===== config.mk =====
export PLATFORM = sky130hd
export DESIGN_NAME = jsf32_prng_unbiased_range
export DESIGN_NICKNAME = d
export VERILOG_FILES = /design/src/sv/jsf32_pkg.sv /design/src/sv/jsf32_datapath.sv /design/src/sv/jsf32_ctrl.sv /design/src/sv/jsf32_prng_unbiased_range.sv
export SDC_FILE = /design/constraint.sdc
export NUM_CORES = 1
export LEC_CHECK = 0
export ABC_CLOCK_PERIOD_IN_PS = 5440
export BUFFER_PORTS_ARGS = -buffer_cell sky130_fd_sc_hd__clkbuf_2
export CELL_PAD_IN_SITES_DETAIL_PLACEMENT = 0
export CELL_PAD_IN_SITES_GLOBAL_PLACEMENT = 1
export CORE_AREA = 2 2 245 247
export CTS_CLUSTER_SIZE = 12
export DETAILED_ROUTE_END_ITERATION = 6
export DIE_AREA = 0 0 247 249
export HOLD_SLACK_MARGIN = 0.15
export PLACE_DENSITY = 0.72
export SYNTH_ARGS = -nofsm -noshare
export SYNTH_HDL_FRONTEND = slang
export SYNTH_SLANG_ARGS = --single-unit
export TNS_END_PERCENT = 30

===== constraint.sdc =====
create_clock -name i_clk -period 5.44 [get_ports i_clk]
set_clock_uncertainty 0.05 [all_clocks]
set_input_delay 0.816 -clock i_clk [delete_from_list [all_inputs] [get_ports i_clk]]
set_output_delay 0.816 -clock i_clk [all_outputs]
set_load 0.05 [all_outputs]

===== src/sv/jsf32_pkg.sv =====
// Shared types and constants for the small fast generator with range draw.
// Used by the controller, the datapath and the top level; depends on nothing.
package jsf32_pkg;

    localparam int unsigned WORD_W = 32;
    localparam int unsigned CNT_W  = 5;

    localparam logic [WORD_W-1:0] SEED_CONST = 32'hf1ea5eed;
    localparam logic [WORD_W-1:0] ALL_ONES   = 32'hffffffff;

    // last count of the warmup rounds and of the bit-serial divide
    localparam logic [CNT_W-1:0] WARM_LAST = 5'd19;
    localparam logic [CNT_W-1:0] DIV_LAST  = 5'd31;

    localparam logic [1:0] CMD_RESEED = 2'd0;
    localparam logic [1:0] CMD_RAW    = 2'd1;
    localparam logic [1:0] CMD_RANGE  = 2'd2;

    // what the output register loads
    localparam logic [1:0] OUT_ZERO  = 2'd0;
    localparam logic [1:0] OUT_RAW   = 2'd1;
    localparam logic [1:0] OUT_RANGE = 2'd2;
    localparam logic [1:0] OUT_ERR   = 2'd3;

    typedef struct packed {
        logic       load_seed;
        logic       advance;
        logic       cap_range;
        logic       div_init;
        logic       div_src_x;
        logic       div_step;
        logic       out_load;
        logic [1:0] out_kind;
    } t_dp_cmd;

    typedef struct packed {
        logic in_span_zero;
        logic reject;
        logic out_free;
    } t_dp_sts;

endpackage


===== src/sv/jsf32_datapath.sv =====
// Datapath: state words, seed register, bit-serial remainder unit, output register.
// Depends on jsf32_pkg; driven by jsf32_ctrl through t_dp_cmd.
module jsf32_datapath (
    input  logic                     i_clk,
    input  logic                     i_rst_n,
    input  jsf32_pkg::t_dp_cmd       i_cmd,
    output jsf32_pkg::t_dp_sts       o_sts,
    input  logic                     i_cfg_valid,
    input  logic [31:0]              i_seed_value,
    input  logic [31:0]              i_range_low,
    input  logic [31:0]              i_range_high,
    output logic                     o_out_valid,
    input  logic                     i_out_ready,
    output logic [31:0]              o_value,
    output logic                     o_range_error
);
    import jsf32_pkg::*;

    logic [WORD_W-1:0] r_seed;
    logic [WORD_W-1:0] r_a, r_b, r_c, r_d;
    logic [WORD_W-1:0] r_lo, r_span;
    logic [WORD_W-1:0] r_dq, r_dr;
    logic [WORD_W-1:0] r_value;
    logic              r_err;
    logic              r_out_valid;

    logic [WORD_W-1:0] n_e, n_a, n_b, n_c, n_d;
    logic [WORD_W:0]   n_trial;
    logic [WORD_W:0]   n_diff;
    logic [WORD_W-1:0] n_dr;

    // one generator round
    always_comb begin
        n_e = r_a - {r_b[4:0], r_b[31:5]};
        n_a = r_b ^ {r_c[14:0], r_c[31:15]};
        n_b = r_c + r_d;
        n_c = r_d + n_e;
        n_d = n_e + n_a;
    end

    // one restoring divide step: shift in the next dividend bit, subtract if it fits
    always_comb begin
        n_trial = {r_dr, r_dq[WORD_W-1]};
        n_diff  = n_trial - {1'b0, r_span};
        n_dr    = n_diff[WORD_W] ? n_trial[WORD_W-1:0] : n_diff[WORD_W-1:0];
    end

    always_ff @(posedge i_clk) begin
        if (!i_rst_n) begin
            r_seed <= '0;
        end else if (i_cfg_valid) begin
            r_seed <= i_seed_value;
        end
    end

    always_ff @(posedge i_clk) begin
        if (!i_rst_n) begin
            r_a <= SEED_CONST;
            r_b <= '0;
            r_c <= '0;
            r_d <= '0;
        end else if (i_cmd.load_seed) begin
            r_a <= SEED_CONST;
            r_b <= r_seed;
            r_c <= r_seed;
            r_d <= r_seed;
        end else if (i_cmd.advance) begin
            r_a <= n_a;
            r_b <= n_b;
            r_c <= n_c;
            r_d <= n_d;
        end
    end

    always_ff @(posedge i_clk) begin
        if (i_cmd.cap_range) begin
            r_lo   <= i_range_low;
            r_span <= i_range_high - i_range_low;
        end
        if (i_cmd.div_init) begin
            r_dq <= i_cmd.div_src_x ? r_d : ALL_ONES;
            r_dr <= '0;
        end else if (i_cmd.div_step) begin
            r_dq <= {r_dq[WORD_W-2:0], 1'b0};
            r_dr <= n_dr;
        end
    end

    // output register: holds the result until the downstream side takes it
    always_ff @(posedge i_clk) begin
        if (!i_rst_n) begin
            r_out_valid <= 1'b0;
        end else if (i_cmd.out_load) begin
            r_out_valid <= 1'b1;
        end else if (i_out_ready) begin
            r_out_valid <= 1'b0;
        end
    end

    always_ff @(posedge i_clk) begin
        if (i_cmd.out_load) begin
            unique case (i_cmd.out_kind)
                OUT_ZERO: begin
                    r_value <= '0;
                    r_err   <= 1'b0;
                end
                OUT_RAW: begin
                    r_value <= r_d;
                    r_err   <= 1'b0;
                end
                OUT_RANGE: begin
                    r_value <= r_lo + r_dr;
                    r_err   <= 1'b0;
                end
                OUT_ERR: begin
                    r_value <= '0;
                    r_err   <= 1'b1;
                end
            endcase
        end
    end

    // the remainder of all-ones by span stays in r_dr until the final divide starts
    assign o_sts.in_span_zero = (i_range_high == i_range_low);
    assign o_sts.reject       = (r_d >= ~r_dr);
    assign o_sts.out_free     = !r_out_valid || i_out_ready;

    assign o_out_valid   = r_out_valid;
    assign o_value       = r_value;
    assign o_range_error = r_err;

endmodule


===== src/sv/jsf32_ctrl.sv =====
// Controller state machine: sequences reseed warmup, rejection loop and divides.
// Depends on jsf32_pkg; drives jsf32_datapath through t_dp_cmd.
module jsf32_ctrl (
    input  logic                     i_clk,
    input  logic                     i_rst_n,
    input  logic                     i_in_valid,
    output logic                     o_in_ready,
    input  logic [1:0]               i_command,
    input  jsf32_pkg::t_dp_sts       i_sts,
    output jsf32_pkg::t_dp_cmd       o_cmd
);
    import jsf32_pkg::*;

    localparam logic [2:0] S_IDLE = 3'd0;
    localparam logic [2:0] S_WARM = 3'd1;
    localparam logic [2:0] S_REM  = 3'd2;
    localparam logic [2:0] S_DRAW = 3'd3;
    localparam logic [2:0] S_CHK  = 3'd4;
    localparam logic [2:0] S_XMOD = 3'd5;
    localparam logic [2:0] S_FIN  = 3'd6;

    logic [2:0]       r_state, n_state;
    logic [CNT_W-1:0] r_cnt, n_cnt;
    logic [1:0]       r_kind, n_kind;
    logic             accept;

    assign o_in_ready = (r_state == S_IDLE);
    assign accept     = i_in_valid && o_in_ready;

    always_comb begin
        n_state = r_state;
        n_cnt   = r_cnt;
        n_kind  = r_kind;
        o_cmd   = '0;
        unique case (r_state)
            S_IDLE: begin
                if (accept) begin
                    n_cnt = '0;
                    unique case (i_command)
                        CMD_RESEED: begin
                            o_cmd.load_seed = 1'b1;
                            n_kind  = OUT_ZERO;
                            n_state = S_WARM;
                        end
                        CMD_RAW: begin
                            o_cmd.advance = 1'b1;
                            n_kind  = OUT_RAW;
                            n_state = S_FIN;
                        end
                        CMD_RANGE: begin
                            if (i_sts.in_span_zero) begin
                                n_kind  = OUT_ERR;
                                n_state = S_FIN;
                            end else begin
                                o_cmd.cap_range = 1'b1;
                                o_cmd.div_init  = 1'b1;
                                n_kind  = OUT_RANGE;
                                n_state = S_REM;
                            end
                        end
                        default: begin
                            n_kind  = OUT_ZERO;
                            n_state = S_FIN;
                        end
                    endcase
                end
            end
            S_WARM: begin
                o_cmd.advance = 1'b1;
                n_cnt = r_cnt + 1'b1;
                if (r_cnt == WARM_LAST) begin
                    n_state = S_FIN;
                end
            end
            S_REM: begin
                o_cmd.div_step = 1'b1;
                n_cnt = r_cnt + 1'b1;
                if (r_cnt == DIV_LAST) begin
                    n_state = S_DRAW;
                end
            end
            S_DRAW: begin
                o_cmd.advance = 1'b1;
                n_state = S_CHK;
            end
            S_CHK: begin
                // redraw while the word falls in the biased top slice
                if (i_sts.reject) begin
                    n_state = S_DRAW;
                end else begin
                    o_cmd.div_init  = 1'b1;
                    o_cmd.div_src_x = 1'b1;
                    n_cnt   = '0;
                    n_state = S_XMOD;
                end
            end
            S_XMOD: begin
                o_cmd.div_step = 1'b1;
                n_cnt = r_cnt + 1'b1;
                if (r_cnt == DIV_LAST) begin
                    n_state = S_FIN;
                end
            end
            S_FIN: begin
                // hold until the output register is free
                if (i_sts.out_free) begin
                    o_cmd.out_load = 1'b1;
                    o_cmd.out_kind = r_kind;
                    n_state = S_IDLE;
                end
            end
            default: begin
                n_state = S_IDLE;
            end
        endcase
    end

    always_ff @(posedge i_clk) begin
        if (!i_rst_n) begin
            r_state <= S_IDLE;
            r_cnt   <= '0;
            r_kind  <= OUT_ZERO;
        end else begin
            r_state <= n_state;
            r_cnt   <= n_cnt;
            r_kind  <= n_kind;
        end
    end

endmodule


===== src/sv/jsf32_prng_unbiased_range.sv =====
// Top level of the small fast generator with unbiased range draw.
// Depends on jsf32_pkg, jsf32_ctrl and jsf32_datapath.
//
//   channel | handshake                | payload
//   --------+--------------------------+------------------------------------
//   in      | i_in_valid / o_in_ready  | i_command, i_range_low, i_range_high
//   out     | o_out_valid / i_out_ready| o_value, o_range_error
//   cfg     | i_cfg_valid / o_cfg_ready| i_seed_value
//
// One item at a time: a new item is accepted only in the idle state. Raw draw,
// unused command and zero span go from the accept straight to the output load.
// Reseed runs 20 warmup rounds. Range draw runs the two 32-step passes of the
// bit-serial remainder unit, with one more draw for each rejected draw.
// Reset is synchronous and restores the fixed state
// words and a zero seed. A stalled output holds its result; the next item is
// accepted meanwhile and waits at its final step until the output register frees up.
module jsf32_prng_unbiased_range (
    input  logic        i_clk,
    input  logic        i_rst_n,
    input  logic        i_in_valid,
    output logic        o_in_ready,
    input  logic [1:0]  i_command,
    input  logic [31:0] i_range_low,
    input  logic [31:0] i_range_high,
    output logic        o_out_valid,
    input  logic        i_out_ready,
    output logic [31:0] o_value,
    output logic        o_range_error,
    input  logic        i_cfg_valid,
    output logic        o_cfg_ready,
    input  logic [31:0] i_seed_value
);
    import jsf32_pkg::*;

    t_dp_cmd cmd;
    t_dp_sts sts;

    assign o_cfg_ready = 1'b1;

    jsf32_ctrl u_ctrl (
        .i_clk      (i_clk),
        .i_rst_n    (i_rst_n),
        .i_in_valid (i_in_valid),
        .o_in_ready (o_in_ready),
        .i_command  (i_command),
        .i_sts      (sts),
        .o_cmd      (cmd)
    );

    jsf32_datapath u_dp (
        .i_clk         (i_clk),
        .i_rst_n       (i_rst_n),
        .i_cmd         (cmd),
        .o_sts         (sts),
        .i_cfg_valid   (i_cfg_valid && o_cfg_ready),
        .i_seed_value  (i_seed_value),
        .i_range_low   (i_range_low),
        .i_range_high  (i_range_high),
        .o_out_valid   (o_out_valid),
        .i_out_ready   (i_out_ready),
        .o_value       (o_value),
        .o_range_error (o_range_error)
    );

endmodule


==> metrics.cfg <==
[power_and_ir_drop]
clockPowerShare_pct = 14.0
comb_power_share_pct = 65.3
power.leakage_nw = 12.3
p_int_mw = 10.3
vdd_drop_max_v = 0.000348
p_per_area_nw_per_um2 = 739
switching_share_pct = 49.6
p_seq_share_pct = 20.8
switchingPower_mw = 10.1

[layout]
layout.nets = 3395
fin_cells = 3829
area_growth_pct = 12.6
drive_gt1_share_pct = 10.2
antenna_cells = 0

[timing]
setup_tns_ns = 0
rsz0062_at_grt = no
hold_viol_final = 0
max_freq_ghz = 0.194
slew_headroom_pct = 19.7
fin_crit_ns = 5.15
setup_violations = 0
fin_crit_sh_pct = 94.7
maxSlewViolCount = 0
worstMarginPinSlew_ns = 1.20

[global_route]
antenna_found_initial = 2
grt_pass1_wl_mm = 125
grt_max_degree = 146
grt.overflow.total = 0
grt_pass1_vias = 21312
grt.total_usage_pct = 26.2

[floorplan]
start_util_pct = 41.8
dieArea_sq_um = 61500
core_area_sq_um = 58700
die_x_microns = 247
die_h_microns = 249
rows = 89
ioPinCount = 139

[critical_path]
slowest_stage = ha_1
worst_setup_path_end_kind = flip-flop
cp_slowest_stage_delay_ns = 0.39
crit_family = compound AO/OA/AOI/OAI gates
crit_fanout = 6
arrival_ns = 5.60
critical_path_class = reg -> reg
regToRegSetupSlack_ns = 0.29
crit_path_start_kind = flip-flop
critPathRequiredTime_ns = 5.89
path_buf_inv = 1
path_cells = inv_1 > ha_1 > a211oi_1 > o21bai_1 > a21o_1 > a221o_1 > and2_1 > o21a_1 > nor2_1 > xnor2_1 > ha_1 > a21o_1 > a21oi_1 > o22ai_1 > a311oi_2 > o31ai_2 > a31oi_1 > o21ai_1 > mux2_1 > a221oi_2

[synth]
synth_edf_count = 129
syn_nets = 3268
netlist.area_leader.share_pct = 16.6
synth-main-ff-cell = dfxtp_1
yosys-top-cells-count = a21oi_1 (302), nor2_1 (277), ha_1 (260)
synth.distinct_cells = 98
synth_warnings = 0
synthArstFlopShare_pct = 0
seq_area_frac_synth_pct = 32.4
yosys-top-cells-area = dfxtp_1 (17%), edfxtp_1 (16%), ha_1 (13%)
synth.cell_area_sq_um = 24500
yosysTopAreaCell = dfxtp_1
ys_seq_elements = 332
syn-instance-count = 2898
syn_area_per_cell_sq_um = 8.46
synth.most_common_cell = a21oi_1

[place]
hpwl_mm = 64.4
dpl.cell_count = 3752
gp_congestion = 0.954
numPortBuffers = 137

[clock_network]
clk_pin_slew_ns = 0.06
numClockSinks = 332
cts_root_buf = clkbuf_16
cts_max_level = 2
cts_hold_buf = 0
cts_tree = yes
clk_latency_ns = 0.58
cts_buffers = 43
cts.path.max_buffers = 3

[detailed_routing]
via_per_inst = 5.74
antenna_left = 0
vias = 21986
wl_mm = 81.8
drtIter0Drc = 1761
wire_per_inst_microns = 21.4
drt-pass1-iter-count = 6
drc = 0

[flow_run]
maxCapViolations = 0

[outcome]
outcome = finished, final reports clean

[min_path]
min_path_type = in -> reg

[power groups by stage]
| stage | registers, mW | clock network (mW) | logic (mW) |
|---|---|---|---|
| floorplan | 3.90 | 0 | 9.62 |
| global placement | 4.27 | 0 | 12.9 |
| detailed placement | 4.27 | 0 | 12.9 |
| CTS | 4.22 | 2.91 | 13.0 |
| global route | 4.30 | 3.00 | 14.6 |
| finish | 4.24 | 2.85 | 13.3 |
[registers in the layout (all words and copies together) (netlist names)]
register            count
u_dp.r_seed            32
u_dp.r_span            32
u_dp.r_dq              32
u_dp.r_c               32
u_ctrl.r_cnt            5
u_dp.r_dr              32
u_dp.r_lo              32
u_dp.r_d               32
u_ctrl.r_kind           2
u_dp.o_range_error      1
u_dp.o_out_valid        1
u_dp.r_a               32
u_dp.o_value           32
u_dp.r_b               32
u_ctrl.r_state          3
[placed cells by master (no fill, tap or decap), types with 8 or more instances in the layout]
cell         n
mux2i_1     39
and3_1      26
nor3_1      49
o21ai_1     29
and2_1      14
o211ai_1    21
nand2b_1    24
xnor2_1    112
or3_1       13
dfxtp_1    203
a22o_1      14
clkbuf_16   46
a22oi_1     10
clkbuf_2   137
o21ai_0    207
a211o_1      9
nand4_1     21
xor2_1      99
o31ai_1     13
o21a_1      29
a31oi_1     47
nor2b_1     29
ha_1       260
buf_4       48
nand2_1    254
o21bai_1    34
nor2_1     275
a21o_1     113
clkinv_2    11
edfxtp_1   129
a211oi_1    44
a21oi_1    299
clkbuf_8     8
inv_1      154
or2_2       11
nand3_1     43
[layer usage]
layer / part of all wire [%] / track usage [%] / up-vias
li1: - / - / 10823
met4: 3.2 / 8.86 / 4
met2: 46 / 43.1 / 611
met3: 4.8 / 2.70 / 124
met5: 0.026 / 0 / -
met1: 46 / 35.7 / 10424
[final cells by class]
class,instances,area [sq um]
fillers,5740,31100
multi-input cells,2307,15700
flip-flops and latches,332,7940
clock buffers,59,1280
repair buffers,186,1070
well taps,773,967
inverters,155,582
clock inverters,17,120
[cells by family (layout without fill, tap and decap cells)]
| family | Yosys count | count (layout) | share of synthesized area [%] |
|---|---|---|---|
| multiplexers | 40 | 40 | 1.64 |
| other | 1 | 1 | 0.0153 |
| AO/OA/AOI/OAI | 984 | 984 | 25.4 |
| adder cells (fa/ha/maj) | 267 | 267 | 13.8 |
| flip-flops | 332 | 332 | 32.4 |
| AND/OR/NAND/NOR | 799 | 799 | 14.8 |
| XOR/XNOR | 216 | 216 | 7.77 |
| buffers and inverters | 259 | 417 | 4.19 |
[final timing paths]
check                       startpoint  cells past startpoint                         to
min                     i_range_low[5]                      1     u_dp.r_lo[5]$_DFFE_PP_
min reg2reg  u_dp.r_a[27]$_SDFFE_PP0P_                      2  u_dp.r_a[27]$_SDFFE_PP0P_
max reg2reg  u_dp.r_b[13]$_SDFFE_PN0P_                     20  u_dp.r_d[30]$_SDFFE_PN0P_
max          u_dp.r_b[13]$_SDFFE_PN0P_                     20  u_dp.r_d[30]$_SDFFE_PN0P_
[stage by stage]
stage	setup WS (ns)	util (%)	power (mW)	cell area, sq um	hold WS (ns)
final	0.290	47.0	20.4	27600	0.389
after global placement	0.211	44.6	17.2	26100	0.396
after CTS	0.123	46.9	20.2	27500	0.354
after detailed placement	0.148	44.6	17.2	26100	0.404
after floorplan	0.496	-	13.5	24500	0.386
after global routing	0.0290	47.0	21.9	27600	0.371
[worst reg2reg max path, delay by kind of cell, from the launching register on]
family | cells | cell delay [ns]
buffers and inverters | 1 | 0.06
AOI/OAI and AO/OA | 13 | 2.89
adders and majority gates | 2 | 0.78
and+or+nand+nor | 2 | 0.32
muxes | 1 | 0.34
DFF | 1 | 0.38
xor gates and xnor gates | 1 | 0.26
[what timing repair did]
item                                   in CTS  in global routing
buffers inserted                            0                  1
endpoints found under the hold margin       0                  0
gates resized for setup                     0                 12
setup endpoints to repair                   0                  6
Power figures use the tool's default switching activity.
